## config.mk

```make
export PLATFORM = sky130hd
export DESIGN_NAME = uri_component_splitter_core
export DESIGN_NICKNAME = d
export VERILOG_FILES = /design/src/design/ucs_pkg.sv /design/src/design/ucs_parse.sv /design/src/design/ucs_res_buf.sv /design/src/design/uri_component_splitter_core.sv
export SDC_FILE = /design/constraint.sdc
export NUM_CORES = 1
export LEC_CHECK = 0
export BUFFER_PORTS_ARGS = -buffer_cell sky130_fd_sc_hd__buf_2
export CAP_MARGIN = 10
export CORE_MARGIN = 10
export CORE_UTILIZATION = 55
export CTS_CLUSTER_DIAMETER = 120
export DETAILED_ROUTE_END_ITERATION = 6
export GPL_ROUTABILITY_DRIVEN = 0
export PLACE_DENSITY = 0.72
export RECOVER_POWER = 50
export SLEW_MARGIN = 10
export SYNTH_ARGS = -nofsm -noshare
export SYNTH_HDL_FRONTEND = slang
export SYNTH_SLANG_ARGS = --single-unit
export TNS_END_PERCENT = 5
```

## constraint.sdc

```tcl
create_clock -name clk -period 12.9 [get_ports clk]
set_input_delay 1.29 -clock clk [delete_from_list [all_inputs] [get_ports clk]]
set_output_delay 1.29 -clock clk [all_outputs]
set_load 0.005 [all_outputs]
```

## src/design/ucs_pkg.sv

```systemverilog
`default_nettype none

package ucs_pkg;

    localparam int MAX_LEN = 4096;
    localparam int POS_W   = $clog2(MAX_LEN + 1);
    localparam int IDX_W   = $clog2(MAX_LEN);
    localparam int OFF_W   = 13;
    localparam int PORT_W  = 16;
    localparam int ACC_W   = 17;
    localparam int CNT_W   = 3;
    localparam int STAT_W  = 3;

    localparam logic [7:0] CH_COLON = 8'h3A;
    localparam logic [7:0] CH_SLASH = 8'h2F;
    localparam logic [7:0] CH_QMARK = 8'h3F;
    localparam logic [7:0] CH_ZERO  = 8'h30;
    localparam logic [7:0] CH_NINE  = 8'h39;

    localparam logic [CNT_W-1:0] PORT_DIGITS = CNT_W'(5);
    localparam logic [CNT_W-1:0] PORT_SAT    = CNT_W'(6);
    localparam logic [ACC_W-1:0] PORT_MAX    = ACC_W'(65535);

    localparam logic [STAT_W-1:0] ST_OK         = STAT_W'(0);
    localparam logic [STAT_W-1:0] ST_BAD_SEP    = STAT_W'(1);
    localparam logic [STAT_W-1:0] ST_EMPTY_REST = STAT_W'(2);
    localparam logic [STAT_W-1:0] ST_PORT_CHAR  = STAT_W'(3);
    localparam logic [STAT_W-1:0] ST_PORT_RANGE = STAT_W'(4);

    typedef struct packed {
        logic [STAT_W-1:0] status;
        logic [OFF_W-1:0]  scheme_chars;
        logic [OFF_W-1:0]  authority_start;
        logic [OFF_W-1:0]  authority_len;
        logic [OFF_W-1:0]  host_len;
        logic [PORT_W-1:0] port_value;
        logic [OFF_W-1:0]  path_start;
        logic [OFF_W-1:0]  path_len;
        logic              path_is_default;
        logic [OFF_W-1:0]  query_start;
        logic [OFF_W-1:0]  query_chars;
        logic [OFF_W-1:0]  path_query_start;
    } res_t;

endpackage

`default_nettype wire

```

## src/design/ucs_parse.sv

```systemverilog
`default_nettype none

module ucs_parse import ucs_pkg::*;
(
    input  wire logic       clk,
    input  wire logic       rst_n,
    input  wire logic       take,
    input  wire logic [7:0] char_in,
    input  wire logic       last,
    output logic            res_wr,
    output res_t            res
);

    localparam logic [2:0] PH_SEARCH = 3'd0;
    localparam logic [2:0] PH_COLON  = 3'd1;
    localparam logic [2:0] PH_SLASH1 = 3'd2;
    localparam logic [2:0] PH_SCHEME = 3'd3;
    localparam logic [2:0] PH_PLAIN  = 3'd4;
    localparam logic [2:0] PH_BADSEP = 3'd5;

    // per-rest scan state; snap_* is the port state frozen at the first '?'
    typedef struct packed {
        logic             sl_found;
        logic [IDX_W-1:0] sl_pos;
        logic             qm_found;
        logic [IDX_W-1:0] qm_pos;
        logic             qq_found;
        logic [IDX_W-1:0] qq_pos;
        logic             pc_found;
        logic [IDX_W-1:0] pc_pos;
        logic             bad;
        logic [CNT_W-1:0] cnt;
        logic [ACC_W-1:0] acc;
        logic             snap_pc;
        logic             snap_bad;
        logic [CNT_W-1:0] snap_cnt;
        logic [ACC_W-1:0] snap_acc;
    } trk_t;

    function automatic trk_t trk_step(input trk_t t, input logic [7:0] b,
                                      input logic [IDX_W-1:0] p);
        trk_t n;
        logic dig;
        n   = t;
        dig = (b >= CH_ZERO) && (b <= CH_NINE);
        if (!t.sl_found)
        begin
            if (b == CH_SLASH)
            begin
                n.sl_found = 1'b1;
                n.sl_pos   = p;
            end
            else
            begin
                if (b == CH_QMARK && !t.qm_found)
                begin
                    n.qm_found = 1'b1;
                    n.qm_pos   = p;
                    n.snap_pc  = t.pc_found;
                    n.snap_bad = t.bad;
                    n.snap_cnt = t.cnt;
                    n.snap_acc = t.acc;
                end
                if (t.pc_found)
                begin
                    if (!dig)
                    begin
                        n.bad = 1'b1;
                    end
                    if (t.cnt < PORT_SAT)
                    begin
                        n.cnt = t.cnt + CNT_W'(1);
                    end
                    if (t.cnt < PORT_DIGITS)
                    begin
                        n.acc = (t.acc << 3) + (t.acc << 1)
                              + {{(ACC_W-4){1'b0}}, b[3:0]};
                    end
                end
                else if (b == CH_COLON)
                begin
                    n.pc_found = 1'b1;
                    n.pc_pos   = p;
                end
            end
        end
        else if (b == CH_QMARK && !t.qq_found)
        begin
            n.qq_found = 1'b1;
            n.qq_pos   = p;
        end
        return n;
    endfunction

    logic [POS_W-1:0] pos_reg, pos_next;
    logic [2:0]       phase_reg, phase_next;
    logic [IDX_W-1:0] col_reg, col_next;
    logic [POS_W-1:0] rest_reg, rest_next;
    trk_t             trk_reg, trk_next;

    logic             byte_ok;
    logic [IDX_W-1:0] p;
    logic             restart;
    logic [2:0]       ph_new;
    logic [POS_W-1:0] rest_new;
    trk_t             trk_new;
    logic [POS_W-1:0] len;

    always_comb
    begin
        byte_ok = pos_reg < POS_W'(MAX_LEN);
        p       = pos_reg[IDX_W-1:0];
        restart = 1'b0;
        ph_new  = phase_reg;
        col_next = col_reg;
        rest_new = rest_reg;
        if (take && byte_ok)
        begin
            unique case (phase_reg) inside
                PH_SEARCH:
                begin
                    if (char_in == CH_COLON)
                    begin
                        ph_new   = PH_COLON;
                        col_next = p;
                    end
                end
                PH_COLON:
                begin
                    ph_new = (char_in == CH_SLASH) ? PH_SLASH1 : PH_PLAIN;
                end
                PH_SLASH1:
                begin
                    if (char_in == CH_SLASH)
                    begin
                        ph_new   = PH_SCHEME;
                        restart  = 1'b1;
                        rest_new = pos_reg + POS_W'(1);
                    end
                    else
                    begin
                        ph_new = PH_BADSEP;
                    end
                end
                PH_SCHEME, PH_PLAIN, PH_BADSEP:
                begin
                    ph_new = phase_reg;
                end
                default:
                begin
                    ph_new = PH_BADSEP;
                end
            endcase
        end
        if (!(take && byte_ok))
        begin
            trk_new = trk_reg;
        end
        else if (restart)
        begin
            trk_new = '0;
        end
        else
        begin
            trk_new = trk_step(trk_reg, char_in, p);
        end
        len = byte_ok ? pos_reg + POS_W'(1) : pos_reg;

        if (take && last)
        begin
            pos_next   = '0;
            phase_next = PH_SEARCH;
            trk_next   = '0;
            rest_next  = '0;
        end
        else
        begin
            pos_next   = (take && byte_ok) ? pos_reg + POS_W'(1) : pos_reg;
            phase_next = ph_new;
            trk_next   = trk_new;
            rest_next  = rest_new;
        end
    end

    always_ff @(posedge clk or negedge rst_n)
    begin
        if (!rst_n)
        begin
            pos_reg   <= '0;
            phase_reg <= PH_SEARCH;
            col_reg   <= '0;
            rest_reg  <= '0;
            trk_reg   <= '0;
        end
        else
        begin
            pos_reg   <= pos_next;
            phase_reg <= phase_next;
            col_reg   <= col_next;
            rest_reg  <= rest_next;
            trk_reg   <= trk_next;
        end
    end

    // closing the URI: evaluated on the state that includes the last byte
    logic [POS_W-1:0]  r;
    logic [POS_W-1:0]  end_pos;
    logic [POS_W-1:0]  host_end;
    logic              use_snap;
    logic              pc_here;
    logic              pbad;
    logic [CNT_W-1:0]  pcnt;
    logic [ACC_W-1:0]  pacc;
    logic [STAT_W-1:0] st;
    res_t              f;

    always_comb
    begin
        r        = rest_new;
        use_snap = !trk_new.sl_found && trk_new.qm_found;
        pc_here  = use_snap ? trk_new.snap_pc  : trk_new.pc_found;
        pbad     = use_snap ? trk_new.snap_bad : trk_new.bad;
        pcnt     = use_snap ? trk_new.snap_cnt : trk_new.cnt;
        pacc     = use_snap ? trk_new.snap_acc : trk_new.acc;
        if (trk_new.sl_found)
        begin
            end_pos = POS_W'(trk_new.sl_pos);
        end
        else if (trk_new.qm_found)
        begin
            end_pos = POS_W'(trk_new.qm_pos);
        end
        else
        begin
            end_pos = len;
        end
        host_end = pc_here ? POS_W'(trk_new.pc_pos) : end_pos;

        st = ST_OK;
        if (ph_new == PH_SLASH1 || ph_new == PH_BADSEP)
        begin
            st = ST_BAD_SEP;
        end
        else if (r >= len)
        begin
            st = ST_EMPTY_REST;
        end
        else if (pc_here)
        begin
            if (pbad)
            begin
                st = ST_PORT_CHAR;
            end
            else if (pcnt > PORT_DIGITS || pacc > PORT_MAX)
            begin
                st = ST_PORT_RANGE;
            end
        end

        f                 = '0;
        f.scheme_chars    = (ph_new == PH_SCHEME) ? OFF_W'(col_next) : '0;
        f.authority_start = OFF_W'(r);
        f.authority_len   = OFF_W'(end_pos - r);
        f.host_len        = OFF_W'(host_end - r);
        f.port_value      = pc_here ? pacc[PORT_W-1:0] : '0;
        if (trk_new.sl_found)
        begin
            f.path_start       = OFF_W'(trk_new.sl_pos);
            f.path_query_start = OFF_W'(trk_new.sl_pos);
            if (trk_new.qq_found)
            begin
                f.path_len    = OFF_W'(POS_W'(trk_new.qq_pos) - POS_W'(trk_new.sl_pos));
                f.query_start = OFF_W'(POS_W'(trk_new.qq_pos) + POS_W'(1));
                f.query_chars = OFF_W'(len - POS_W'(trk_new.qq_pos) - POS_W'(1));
            end
            else
            begin
                f.path_len = OFF_W'(len - POS_W'(trk_new.sl_pos));
            end
        end
        else if (trk_new.qm_found)
        begin
            f.path_query_start = OFF_W'(trk_new.qm_pos);
            f.query_start      = OFF_W'(POS_W'(trk_new.qm_pos) + POS_W'(1));
            f.query_chars      = OFF_W'(len - POS_W'(trk_new.qm_pos) - POS_W'(1));
        end
        else
        begin
            f.path_len        = OFF_W'(1);
            f.path_is_default = 1'b1;
        end

        if (st != ST_OK)
        begin
            f = '0;
        end
        f.status = st;
        res      = f;
        res_wr   = take && last;
    end

endmodule

`default_nettype wire

```

## src/design/ucs_res_buf.sv

```systemverilog
`default_nettype none

module ucs_res_buf import ucs_pkg::*;
(
    input  wire logic clk,
    input  wire logic rst_n,
    input  wire logic wr,
    input  wire res_t wr_data,
    output logic      space,
    output logic      rd_valid,
    input  wire logic rd_ready,
    output res_t      rd_data
);

    res_t       slot_reg [2];
    logic       wr_ptr_reg, wr_ptr_next;
    logic       rd_ptr_reg, rd_ptr_next;
    logic [1:0] cnt_reg, cnt_next;
    logic       rd;

    always_comb
    begin
        space       = cnt_reg != 2'd2;
        rd_valid    = cnt_reg != 2'd0;
        rd          = rd_valid && rd_ready;
        rd_data     = slot_reg[rd_ptr_reg];
        wr_ptr_next = wr ? !wr_ptr_reg : wr_ptr_reg;
        rd_ptr_next = rd ? !rd_ptr_reg : rd_ptr_reg;
        cnt_next    = cnt_reg + {1'b0, wr} - {1'b0, rd};
    end

    always_ff @(posedge clk)
    begin
        if (wr)
        begin
            slot_reg[wr_ptr_reg] <= wr_data;
        end
    end

    always_ff @(posedge clk or negedge rst_n)
    begin
        if (!rst_n)
        begin
            wr_ptr_reg <= 1'b0;
            rd_ptr_reg <= 1'b0;
            cnt_reg    <= 2'd0;
        end
        else
        begin
            wr_ptr_reg <= wr_ptr_next;
            rd_ptr_reg <= rd_ptr_next;
            cnt_reg    <= cnt_next;
        end
    end

endmodule

`default_nettype wire

```

## src/design/uri_component_splitter_core.sv

```systemverilog
// Channel   Handshake                  Payload                     Transfer
// byte      byte_valid / byte_ready    char_in, last               one URI byte
// result    res_valid  / res_ready     status .. path_query_start  one parse result
//
// One byte per cycle while ready; each byte updates the scan registers in a single pass.
// The result of a last byte is registered in a two-entry output buffer before it is shown.
// byte_ready drops only while both buffer entries hold untaken results.
// Reset clears the scan state and the buffer; bytes beyond 4096 are dropped until last.
`default_nettype none

module uri_component_splitter_core import ucs_pkg::*;
(
    input  wire logic              clk,
    input  wire logic              rst_n,
    input  wire logic              byte_valid,
    output logic                   byte_ready,
    input  wire logic [7:0]        char_in,
    input  wire logic              last,
    output logic                   res_valid,
    input  wire logic              res_ready,
    output logic [STAT_W-1:0]      status,
    output logic [OFF_W-1:0]       scheme_chars,
    output logic [OFF_W-1:0]       authority_start,
    output logic [OFF_W-1:0]       authority_len,
    output logic [OFF_W-1:0]       host_len,
    output logic [PORT_W-1:0]      port_value,
    output logic [OFF_W-1:0]       path_start,
    output logic [OFF_W-1:0]       path_len,
    output logic                   path_is_default,
    output logic [OFF_W-1:0]       query_start,
    output logic [OFF_W-1:0]       query_chars,
    output logic [OFF_W-1:0]       path_query_start
);

    logic take;
    logic res_wr;
    res_t res_new;
    res_t res_out;

    assign take = byte_valid && byte_ready;

    ucs_parse u_parse
    (
        .clk     (clk),
        .rst_n   (rst_n),
        .take    (take),
        .char_in (char_in),
        .last    (last),
        .res_wr  (res_wr),
        .res     (res_new)
    );

    ucs_res_buf u_res_buf
    (
        .clk      (clk),
        .rst_n    (rst_n),
        .wr       (res_wr),
        .wr_data  (res_new),
        .space    (byte_ready),
        .rd_valid (res_valid),
        .rd_ready (res_ready),
        .rd_data  (res_out)
    );

    assign status           = res_out.status;
    assign scheme_chars     = res_out.scheme_chars;
    assign authority_start  = res_out.authority_start;
    assign authority_len    = res_out.authority_len;
    assign host_len         = res_out.host_len;
    assign port_value       = res_out.port_value;
    assign path_start       = res_out.path_start;
    assign path_len         = res_out.path_len;
    assign path_is_default  = res_out.path_is_default;
    assign query_start      = res_out.query_start;
    assign query_chars      = res_out.query_chars;
    assign path_query_start = res_out.path_query_start;

endmodule

`default_nettype wire

```

==> out/summary.txt <==
Root Buffer - clkbuf_16
H-tree depth - 2
Pwr Total - 4.32 mW
CP max stage delay - 3.27 ns
Post-synth EDFFs - 268
Peak VDD IR - 190 µV
Wirelength per Cell - 22.4 µm
Core Box Area - 0.0399 mm²
Sum Neg Setup Slack - 0 ns
row count - 73
Max FO, Critical Path - 68
gr usage total - 24.1%
Final period util - 60.8%
setup bufs post-CTS - 0
Layout Nets - 2278
cts hold-fix bufs - 0
Seq pwr share - 38.9%
clk buf depth - 3
net switching power figure - 1.45 mW
Max-Slew Margin vs Limit - -209%
CTS sink count - 407
leak pwr - 10.3 nW
Mapped Area - 0.0223 mm²
final core utilization - 61.9%
synthesized instance count - 2050
drt first pass iters - 7
RSZ-0062 raised after global routing - no
I/O Buffers - 148
sequential cell area fraction in the yosys report - 51.6%
placed cells - 2632
Via density - 6.09
crit-path cells - buf_2, nand3_1, inv_1, and2_0, clkbuf_1
# DRC - 4
R2R Path Start - u_res_buf.cnt_reg[1]
clock share of power - 26.3%
pwr/cell area - 175 mW/mm²
max-cap viol count - 9
Initial DRC Count - 1757
Mean Syn Cell Area - 10.9 µm²
die area - 0.0491 mm²
Layout Skew - 0.0211 ns
Largest register FFs - 268
final setup margin - 5.05 ns
vias in the first global route - 16900
Multi-input gate area - 0.0101 mm²
Final Cell Area - 0.0247 mm²
placed cell area - 0.0235 mm²
Fin Hold WS - 0.492 ns
Routed Antenna Nets - 0
Final Hold Violating Endpoints - 0
crit path from - last
share of layout cells above drive strength 1 - 18.9%
Crit. End Element - flop
pre-CTS setup slack - 5.54 ns
clock buffer count from CTS - 41
CP startpoint kind - primary input
die height - 222 µm
hold crit path type - flop to flop
critical path's slowest cell - and2_0
post-synth cell types - 78
drt total wl - 60600 µm
first-pass GRT wire length - 95300 µm
final non-filler cell total - 2705
CTS clk-pin slew, worst paths - 0.06 ns
Hold Path Origin - u_res_buf.cnt_reg[1]
post-synthesis register bit count - 407
Ports - 152
Final setup viols - 0
combinational power share - 34.9%
P&R area growth vs syn - 10.5%
CTS tree - yes
post-CTS sizing - 0
Critical Path RT - 12.97 ns
Net Sw Frac - 33.7%
outcome - complete, but fails checks
n_diodes - 0
fmax - 127 MHz
Initial Util - 56.0%
fin crit period - 7.85 ns
data arrival time of the worst path - 7.92 ns
Slew Viols, Final - 611
Filler cells - 3215
clk_lat worst skew - 0.56 ns
DP HPWL - 41900 µm
ys async rst share - 34.2%
P_int - 2.86 mW
ys flop type - edfxtp_1
GR Overflow Total - 0
pin slew with the least headroom to its limit - 4.64 ns
Yosys warnings - 0
Die Wd - 222 µm
Crit Path Category - primary input to flop
Reg area - 0.0115 mm²
largest net degree at the start of global routing - 100
failing checks - DRC, capacitance limit, slew limit
Via Count - 16500
antenna violations before repair - 1
-- worst paths after layout --
path	depth (start not counted)	to	slack (ns)
worst max-delay path	5	u_res_buf.slot_reg[1][5]	5.05
worst min-delay path	1	u_res_buf.cnt_reg[1]	0.49
worst max register to register	6	u_res_buf.slot_reg[1][5]	5.12
worst min register to register	1	u_res_buf.cnt_reg[1]	0.49
max in group asynchronous	2	u_parse.pos_reg[5]	5.38
min in group asynchronous	1	u_parse.trk_reg[30]	2.01
-- synthesized netlist by cell type (14+ instances only) --
cell type	n	area, µm²
xor2_1	39	342
a21oi_1	114	571
mux2i_1	52	521
ha_1	108	1350
o21ai_0	76	380
edfxtp_1	268	8050
mux2_2	154	1730
a211oi_1	26	195
nand2_1	133	499
and2_1	14	87.6
xnor2_1	62	543
a21o_1	14	105
inv_1	67	251
nand3_1	42	210
dfrtp_1	139	3480
nor2_1	295	1110
nor3_1	64	320
nand2b_1	16	100
or2_2	17	106
a22oi_1	37	278
o21a_1	23	173
and3_1	31	194
clkbuf_1	91	342
-- area by class of cell --
cell class	count	share of cell area, %
flip-flops and latches	407	46.7
repair buffers	171	3.58
clock inverters	17	0.502
clock buffers	56	4.59
well taps	525	2.66
multi-input cells	1462	41.0
inverters	67	1.02
-- per-layer routing --
metal / GRT usage [%] / share of wire [%] / wire length, µm / up-vias
li1: - / - / - / 7587
met1: 29.9 / 40 / 24200 / 8067
met2: 40.2 / 48 / 29200 / 661
met3: 4.82 / 7.4 / 4480 / 165
met4: 10.5 / 4.4 / 2690 / 0
met5: 0 / 0 / 0 / -
-- power groups by stage --
stage          Combinational, mW  Clock [mW]  Sequential [mW]
2_1_floorplan               1.07           0             1.64
5_1_grt                     1.66        1.21             1.69
3_5_place_dp                1.49           0             1.69
4_1_cts                     1.50        1.16             1.67
3_3_place_gp                1.46           0             1.69
6_report                    1.51        1.14             1.68
-- logic make-up (layout without fill, tap and decap cells) --
logic type,after synthesis,after routing,synth area share (%)
compound gates,374,374,10.7
flops,407,407,51.6
xor+xnor,101,101,3.96
buf+inv,183,311,3.35
simple gates,663,663,13.6
other cells,1,3,0.0168
mux,206,206,10.1
fa+ha+maj,115,115,6.68
-- critical path: cells and delay by family --
kind | cells | cell delay [ns]
AND/OR/NAND/NOR | 2 | 3.48
buffers and inverters | 3 | 3.05
-- layout by cell type, fill, tap and decap left out, types with 5 or more instances in the layout --
cell	Yosys	final
inv_1	67	67
buf_4	3	17
and3_1	31	31
nor2b_1	13	13
nor2_1	295	293
nand2b_1	16	16
xor2_1	39	39
nor3_1	64	62
a21o_1	14	13
a21oi_1	114	114
o21a_1	23	23
mux2_2	154	149
mux2_1	0	5
dfrtp_1	139	139
xnor2_1	62	62
o31ai_1	7	7
edfxtp_1	268	268
o22ai_1	6	6
a31oi_1	8	8
or4_1	5	5
and2_1	14	13
mux2i_1	52	52
o21bai_1	11	11
ha_1	108	108
clkinv_2	0	9
a22oi_1	37	37
a211oi_1	26	26
nand3_1	42	42
o21ai_0	76	75
clkbuf_1	91	21
nand2_1	133	132
buf_2	11	143
nand4_1	7	7
clkbuf_16	0	41
clkbuf_8	0	5
or2_2	17	17
fa_1	7	7
Power figures use the tool's default switching activity.
